## src/rtl/syn_probe_header_builder_core_assert.svh

```systemverilog
// Assertion macros used by the SYN probe header builder RTL.
`ifndef SYN_PROBE_HEADER_BUILDER_CORE_ASSERT_SVH
`define SYN_PROBE_HEADER_BUILDER_CORE_ASSERT_SVH

// Same-cycle implication, checked outside reset.
`define SPHB_ASSERT_NOW(label, clk, rst, ante, cons) \
  label: assert property (@(posedge clk) disable iff (rst) (ante) |-> (cons)) \
    else $error("assertion failed");

// Next-cycle implication, checked outside reset.
`define SPHB_ASSERT_NEXT(label, clk, rst, ante, cons) \
  label: assert property (@(posedge clk) disable iff (rst) (ante) |=> (cons)) \
    else $error("assertion failed");

`endif

```

## src/rtl/sphb_pkg.sv

```systemverilog
// Package with header constants and config codes for the SYN probe header builder.
`default_nettype none
package sphb_pkg;

  localparam int unsigned HDR_WORDS = 10;
  localparam int unsigned IDX_W     = 4;
  localparam int unsigned PORT_W    = 16;
  localparam int unsigned ADDR_W    = 32;
  localparam int unsigned WORD_W    = 32;
  localparam int unsigned CFG_IDX_W = 2;
  localparam int unsigned OUT_TDATA_W = 40;

  localparam logic [IDX_W-1:0] WORD_LAST = IDX_W'(HDR_WORDS - 1);

  // Register indexes on the config port
  localparam logic [CFG_IDX_W-1:0] REG_SOURCE_ADDRESS = 2'd0;
  localparam logic [CFG_IDX_W-1:0] REG_TARGET_ADDRESS = 2'd1;
  localparam logic [CFG_IDX_W-1:0] REG_SOURCE_PORT    = 2'd2;
  localparam logic [CFG_IDX_W-1:0] REG_IDENT_BASE     = 2'd3;

  // Protocol constants
  localparam logic [15:0] TCP_WINDOW   = 16'd64240;
  localparam logic [15:0] IP_FLAG_DF   = 16'h4000;
  localparam logic [7:0]  IP_TTL       = 8'd64;
  localparam logic [7:0]  PROTO_TCP    = 8'd6;
  localparam logic [15:0] TCP_FLAG_SYN = 16'h0002;
  localparam logic [15:0] TCP_LEN      = 16'd20;
  localparam logic [15:0] TCP_OFF_FLAGS = 16'h5000 | TCP_FLAG_SYN;

  localparam logic [WORD_W-1:0] WORD_VER_LEN = 32'h4500_0028;
  localparam logic [WORD_W-1:0] WORD_TTL_PROTO = {IP_TTL, PROTO_TCP, 16'h0000};
  localparam logic [WORD_W-1:0] WORD_FLAGS_WIN = {TCP_OFF_FLAGS, TCP_WINDOW};

  // Fixed part of the TCP checksum sum: protocol, length, flags and window
  localparam logic [19:0] CSUM_CONST = 20'(PROTO_TCP) + 20'(TCP_LEN)
                                     + 20'(TCP_OFF_FLAGS) + 20'(TCP_WINDOW);

endpackage
`default_nettype wire

```

## src/rtl/syn_probe_header_builder_core.sv

```systemverilog
// Top level of the SYN probe header builder: one port in, ten header words out.
//
//  channel  | handshake               | payload
//  ---------+-------------------------+------------------------------------
//  s_ in    | s_tvalid / s_tready     | s_tdata: dest_port
//  m_ out   | m_tvalid / m_tready     | m_tdata: word_index, header_word;
//           |                         | m_tlast: last_word
//  cfg      | cfg_we                  | cfg_index, cfg_data
//
// Each port yields ten words, one per cycle when m_tready stays high, so the
// block works on one port at a time, its ten words sharing the one output
// channel. The next port is accepted in the cycle word 9 is loaded.
// Reset (rst, synchronous) clears the config registers and the valid flags.
// A stall on m_tready holds the output word and stops the word counter.
`default_nettype none
module syn_probe_header_builder_core (
  input  wire logic                                 clk,
  input  wire logic                                 rst,
  // config write port
  input  wire logic                                 cfg_we,
  input  wire logic [sphb_pkg::CFG_IDX_W-1:0]       cfg_index,
  input  wire logic [sphb_pkg::ADDR_W-1:0]          cfg_data,
  // input words
  input  wire logic                                 s_tvalid,
  output logic                                      s_tready,
  input  wire logic [sphb_pkg::PORT_W-1:0]          s_tdata,  // [15:0] dest_port
  // output words
  output logic                                      m_tvalid,
  input  wire logic                                 m_tready,
  output logic [sphb_pkg::OUT_TDATA_W-1:0]          m_tdata,  // [3:0] word_index,
                                                              // [35:4] header_word,
                                                              // [39:36] zero
  output logic                                      m_tlast   // last_word
);
  import sphb_pkg::*;

  // Config registers
  logic [ADDR_W-1:0] source_address;
  logic [ADDR_W-1:0] target_address;
  logic [15:0]       source_port;
  logic [15:0]       ident_base;

  // Held probe
  logic              item_valid;
  logic [IDX_W-1:0]  idx;
  logic [15:0]       dport;
  logic [15:0]       ident;
  logic [15:0]       csum;

  // Output word register
  logic              out_valid;
  logic [IDX_W-1:0]  out_index;
  logic [WORD_W-1:0] out_word;
  logic              out_last;

  logic              load_out;
  logic              s_accept;
  logic [WORD_W-1:0] word_sel;
  logic [19:0]       sum_raw;
  logic [16:0]       sum_fold1;
  logic [15:0]       sum_fold2;
  logic [15:0]       ident_next;

  // Config writes
  always_ff @(posedge clk) begin
    if (rst) begin
      source_address <= '0;
      target_address <= '0;
      source_port    <= '0;
      ident_base     <= '0;
    end else if (cfg_we) begin
      case (cfg_index)
        REG_SOURCE_ADDRESS: source_address <= cfg_data;
        REG_TARGET_ADDRESS: target_address <= cfg_data;
        REG_SOURCE_PORT:    source_port    <= cfg_data[15:0];
        REG_IDENT_BASE:     ident_base     <= cfg_data[15:0];
        default: ;
      endcase
    end
  end

  // Handshake control
  assign load_out = item_valid && (!out_valid || m_tready);
  assign s_tready = !item_valid || (load_out && (idx == WORD_LAST));
  assign s_accept = s_tvalid && s_tready;

  // Checksum over pseudo-header and TCP header, folded twice
  always_comb begin
    sum_raw = CSUM_CONST
            + 20'(source_address[31:16]) + 20'(source_address[15:0])
            + 20'(target_address[31:16]) + 20'(target_address[15:0])
            + 20'(source_port) + 20'(s_tdata);
    sum_fold1 = 17'(sum_raw[19:16]) + 17'(sum_raw[15:0]);
    sum_fold2 = 16'(sum_fold1[16]) + sum_fold1[15:0];
    ident_next = ident_base + s_tdata;
  end

  // Probe register
  always_ff @(posedge clk) begin
    if (rst) begin
      item_valid <= 1'b0;
      idx        <= '0;
    end else if (s_accept) begin
      item_valid <= 1'b1;
      idx        <= '0;
    end else if (load_out) begin
      idx <= idx + 1'b1;
      if (idx == WORD_LAST) begin
        item_valid <= 1'b0;
      end
    end
  end

  always_ff @(posedge clk) begin
    if (s_accept) begin
      dport <= s_tdata;
      ident <= ident_next;
      csum  <= ~sum_fold2;
    end
  end

  // Header word select
  always_comb begin
    case (idx)
      4'd0:    word_sel = WORD_VER_LEN;
      4'd1:    word_sel = {ident, IP_FLAG_DF};
      4'd2:    word_sel = WORD_TTL_PROTO;
      4'd3:    word_sel = source_address;
      4'd4:    word_sel = target_address;
      4'd5:    word_sel = {source_port, dport};
      4'd8:    word_sel = WORD_FLAGS_WIN;
      4'd9:    word_sel = {csum, 16'h0000};
      default: word_sel = '0;
    endcase
  end

  // Output word register
  always_ff @(posedge clk) begin
    if (rst) begin
      out_valid <= 1'b0;
    end else if (load_out) begin
      out_valid <= 1'b1;
    end else if (m_tready) begin
      out_valid <= 1'b0;
    end
  end

  always_ff @(posedge clk) begin
    if (load_out) begin
      out_index <= idx;
      out_word  <= word_sel;
      out_last  <= (idx == WORD_LAST);
    end
  end

  assign m_tvalid = out_valid;
  assign m_tdata  = {4'h0, out_word, out_index};
  assign m_tlast  = out_last;

  // Checks
  `include "syn_probe_header_builder_core_assert.svh"

  `SPHB_ASSERT_NOW(a_last_is_word9, clk, rst, m_tvalid && m_tlast, m_tdata[3:0] == WORD_LAST)
  `SPHB_ASSERT_NEXT(a_accept_starts, clk, rst, s_tvalid && s_tready, item_valid && idx == '0)
  `SPHB_ASSERT_NOW(a_word0_const, clk, rst, m_tvalid && out_index == '0, out_word == WORD_VER_LEN)

endmodule
`default_nettype wire
```

## config.mk

```make
export PLATFORM = sky130hd
export DESIGN_NAME = syn_probe_header_builder_core
export DESIGN_NICKNAME = d
export VERILOG_FILES = /design/src/rtl/sphb_pkg.sv /design/src/rtl/syn_probe_header_builder_core.sv
export VERILOG_INCLUDE_DIRS = /design/src /design/src/rtl
export SDC_FILE = /design/constraint.sdc
export NUM_CORES = 1
export LEC_CHECK = 0
export BUFFER_PORTS_ARGS = -buffer_cell sky130_fd_sc_hd__buf_2
export CAP_MARGIN = 20
export CELL_PAD_IN_SITES_DETAIL_PLACEMENT = 0
export CELL_PAD_IN_SITES_GLOBAL_PLACEMENT = 2
export CORE_MARGIN = 5
export CORE_UTILIZATION = 38
export CTS_CLUSTER_SIZE = 20
export DETAILED_ROUTE_END_ITERATION = 10
export HOLD_SLACK_MARGIN = 0.05
export PLACE_DENSITY_LB_ADDON = 0.1
export SLEW_MARGIN = 20
export SYNTH_ARGS = -nofsm -noshare
export SYNTH_HDL_FRONTEND = slang
export SYNTH_SLANG_ARGS = --single-unit
```

## constraint.sdc

```tcl
create_clock -name clk -period 11.49 [get_ports clk]
set_input_delay 2.8725 -clock clk [delete_from_list [all_inputs] [get_ports clk]]
set_output_delay 2.8725 -clock clk [all_outputs]
set_load 0.02 [all_outputs]
```

==> impl_metrics.yaml <==
layout:
  fin_cells: 1717
  fin_nets: 1492
  antennaDiodeCount: 0
  fill_cells: 2993
  syn2layout_area_growth_pct: 13.0
  drive_gt1_share_pct: 12.3
  fin_util_pct: 43.3
critical_path:
  required_ns: 11.70
  cp_max_fo: 4
  r2r_slack_ns: 3.31
  r2r_cells: 36
  worst-setup-path-type: "input port to flip-flop"
  max_stage_delay_ns: 0.54
  crit_buf_inv: 7
  critPathSlowestCell: "fa_1"
  critPathArrivalTime_ns: 10.39
  r2r-start: "source_address[19]$_SDFFE_PP0P_"
  reg2reg_to: "csum[14]$_DFFE_PP_"
  critPathTopFamily: "adder cells"
  end_kind: "flip-flop"
  worst_setup_path_start_kind: "input port"
logic_synthesis:
  ys_seq_area_share_pct: 40.7
  synth_cells: 1237
  ys_seq_elements: 187
  synth_warnings: 0
  ys.flop_type: "dfxtp_1"
  synth_cell_types: 68
  async_flop_share_pct: 0
  synth_edf_count: 85
  syn_area_mm2: 0.0113
  syn_avg_cell_area_um2: 9.13
floorplanning:
  die_w_um: 182
  num_io_pins: 98
  fp.coreArea_mm2: 0.0295
  initial_utilization_pct: 38.3
  die_y_um: 182
  rows: 63
  dieArea_mm2: 0.0333
sta:
  finalCritPeriodShare_pct: 88.6
  grt_setup_unrepaired: "false"
  finalWorstSetupSlack_ns: 1.31
  report.final.hold_viol_count: 0
  slew_headroom_pct: 25.2
  slew_viol_final: 0
  period_needed_ns: 10.18
  skew_ns: 0.0163
  finalSetupViolCount: 0
  timing.fmax_mhz: 98.2
  worstMarginPinSlew_ns: 1.12
  finalSetupTns_ns: 0
clock_network:
  post_cts_buffers: 0
  ctsHtreeMaxLevel: 4
  cts-root-buf: "clkbuf_16"
  cts_buffers: 17
  clockBufferDepth: 2
  cts_tree: "yes"
  clk_pin_slew_ns: 0.07
  clk_latency_ns: 0.47
  post_cts_resized: 0
  clkSinkCount: 187
  cts_hold_buffers: 0
power:
  p_per_area_mw_per_mm2: 158
  ir_drop_uv: 112
  power.leakage_nw: 5.34
global_routing:
  met3_usage_pct: 4.03
  track_usage_pct: 22.4
  antenna_found_initial: 0
  use_met2_pct: 37.4
  grt_overflow: 0
  grt.busiest_layer: "met2"
  grt_pass1_vias: 8881
  grt_pass1_wl_um: 55200
  grt_max_degree: 68
  grtUsageMet1_pct: 29.5
hold_path:
  hold_path_depth: 2
  hold_path.class: "flip-flop to flip-flop"
  hp-start: "ident_base[0]$_SDFFE_PP0P_"
  whs_endpoint: "ident_base[0]$_SDFFE_PP0P_"
place:
  dp_cells: 1685
  portBuffers: 93
  hpwlAfterDp_um: 25800
  place.gp.congestion: 0.862
  pre_cts_slack_ns: 0.785
routing:
  drcViolationCount: 0
  routed_wl_um: 36600
  via_per_inst: 5.09
  first_iter_violations: 599
  firstDrtPassIters: 5
  wire_per_inst_um: 21.3
  vias: 8747
  drt.antenna.violating_nets: 0
job:
  cap_viol_max_count: 0
outcome:
  status: "complete, no violations"
## how the worst max path moves through the flow
| stage | start | to | slack, ns | cells after the start |
|---|---|---|---|---|
| after CTS | s_tdata[1] | csum[14]$_DFFE_PP_ | 1.27 | 37 |
| after detailed placement | s_tdata[1] | csum[14]$_DFFE_PP_ | 0.78 | 37 |
| after global placement | s_tdata[1] | csum[14]$_DFFE_PP_ | 1.03 | 37 |
| final | s_tdata[1] | csum[14]$_DFFE_PP_ | 1.31 | 37 |
| after global routing | s_tdata[1] | csum[14]$_DFFE_PP_ | 0.63 | 37 |
| after floorplan | s_tdata[1] | csum[14]$_DFFE_PP_ | 1.79 | 36 |
## cells in the final DEF (no fill, tap or decap), drive strengths merged, types with 3 or more instances in the layout
| master | Yosys | final |
|---|---|---|
| buf | 10 | 110 |
| dfxtp | 102 | 102 |
| clkinv | 1 | 4 |
| or2 | 4 | 4 |
| clkinvlp | 0 | 3 |
| o22ai | 4 | 4 |
| and4 | 4 | 4 |
| xnor2 | 29 | 29 |
| nand4 | 5 | 5 |
| mux2i | 3 | 3 |
| or3 | 4 | 4 |
| ha | 57 | 57 |
| fa | 66 | 66 |
| nand3 | 24 | 24 |
| o21ai | 22 | 22 |
| edfxtp | 85 | 85 |
| nand2b | 5 | 5 |
| conb | 1 | 4 |
| nor4 | 3 | 3 |
| inv | 188 | 191 |
| nor3 | 15 | 15 |
| xor2 | 19 | 19 |
| nand3b | 4 | 4 |
| o211ai | 3 | 3 |
| clkbuf | 45 | 22 |
| nor2b | 13 | 13 |
| nor2 | 36 | 36 |
| nor3b | 5 | 5 |
| a22oi | 30 | 30 |
| o2111ai | 3 | 3 |
| a222oi | 10 | 10 |
| a221oi | 6 | 6 |
| and3 | 6 | 6 |
| a21oi | 119 | 119 |
| nand2 | 258 | 258 |
| a21o | 5 | 5 |
| a31oi | 4 | 4 |
| a211oi | 5 | 5 |
| and2 | 6 | 6 |
| o21a | 3 | 3 |
## stage by stage
step / hold WS [ns] / cell area, um2 / power, W
2_1_floorplan: 0.406 / 11300 / 0.00126
3_3_place_gp: 0.449 / 12200 / 0.00145
3_5_place_dp: 0.454 / 12200 / 0.00144
4_1_cts: 0.463 / 12800 / 0.00204
5_1_grt: 0.489 / 12800 / 0.00214
6_report: 0.463 / 12800 / 0.00201
## power breakdown
part | leakage (nW) | switching, W | internal (W) | total (W)
Combinational | 3.43 | 0.000400 | 0.000240 | 0.000640
Clock | 0.267 | 0.000275 | 0.000311 | 0.000586
Sequential | 1.64 | 0.0000256 | 0.000761 | 0.000786
Total | 5.34 | 0.000701 | 0.00131 | 0.00201
## synth_stat cells, types with 6 or more instances
library cell,count,area [um2]
ha_1,57,713
nand2_1,258,968
xnor2_1,28,245
and2_1,6,37.5
nor3_1,14,70.1
a222oi_1,10,100
and3_1,6,37.5
xor2_1,18,158
o21ai_0,17,85.1
nand3_1,23,115
fa_1,66,1320
a21oi_1,119,596
edfxtp_1,85,2550
a221oi_1,6,52.6
nor2b_1,13,81.3
a22oi_1,30,225
inv_1,188,706
dfxtp_1,102,2040
clkbuf_1,45,169
nor2_1,36,135
## tightest hold or removal path: stages, from the launching register on
cell	delay, ns
dfxtp_1	0.31
nand2_1	0.05
a21oi_1	0.05
## sequential cells by signal, summed over array words and instances (netlist names)
| name | cells |
|---|---|
| dport | 16 |
| out_word | 32 |
| idx | 4 |
| source_address | 32 |
| m_tvalid | 1 |
| out_index | 4 |
| target_address | 32 |
| item_valid | 1 |
| m_tlast | 1 |
| ident_base | 16 |
| source_port | 16 |
| ident | 16 |
| csum | 16 |
## cell type report
type	count	area, um2	share of cell area, %
clock buffers	22	464	3.64
clock inverters	10	93.8	0.736
inverters	189	709	5.56
multi-input cells	809	5810	45.5
flip-flops and latches	187	4590	36.0
well taps	390	488	3.83
repair buffers	110	596	4.67
## cells by family after synthesis
| family | synth area share (%) |
|---|---|
| compound gates | 13.1 |
| xor+xnor | 3.86 |
| fa+ha+maj | 18.0 |
| buf+inv | 8.29 |
| flops | 40.7 |
| mux | 0.266 |
| other cells | 0.0332 |
| simple gates | 15.7 |
## metal layers
layer | share of wire, % | routed length (um)
met5 | 0 | 0
met4 | 2.7 | 1000
met3 | 4.1 | 1510
met2 | 48 | 17700
met1 | 45 | 16300
Power figures use the tool's default switching activity.
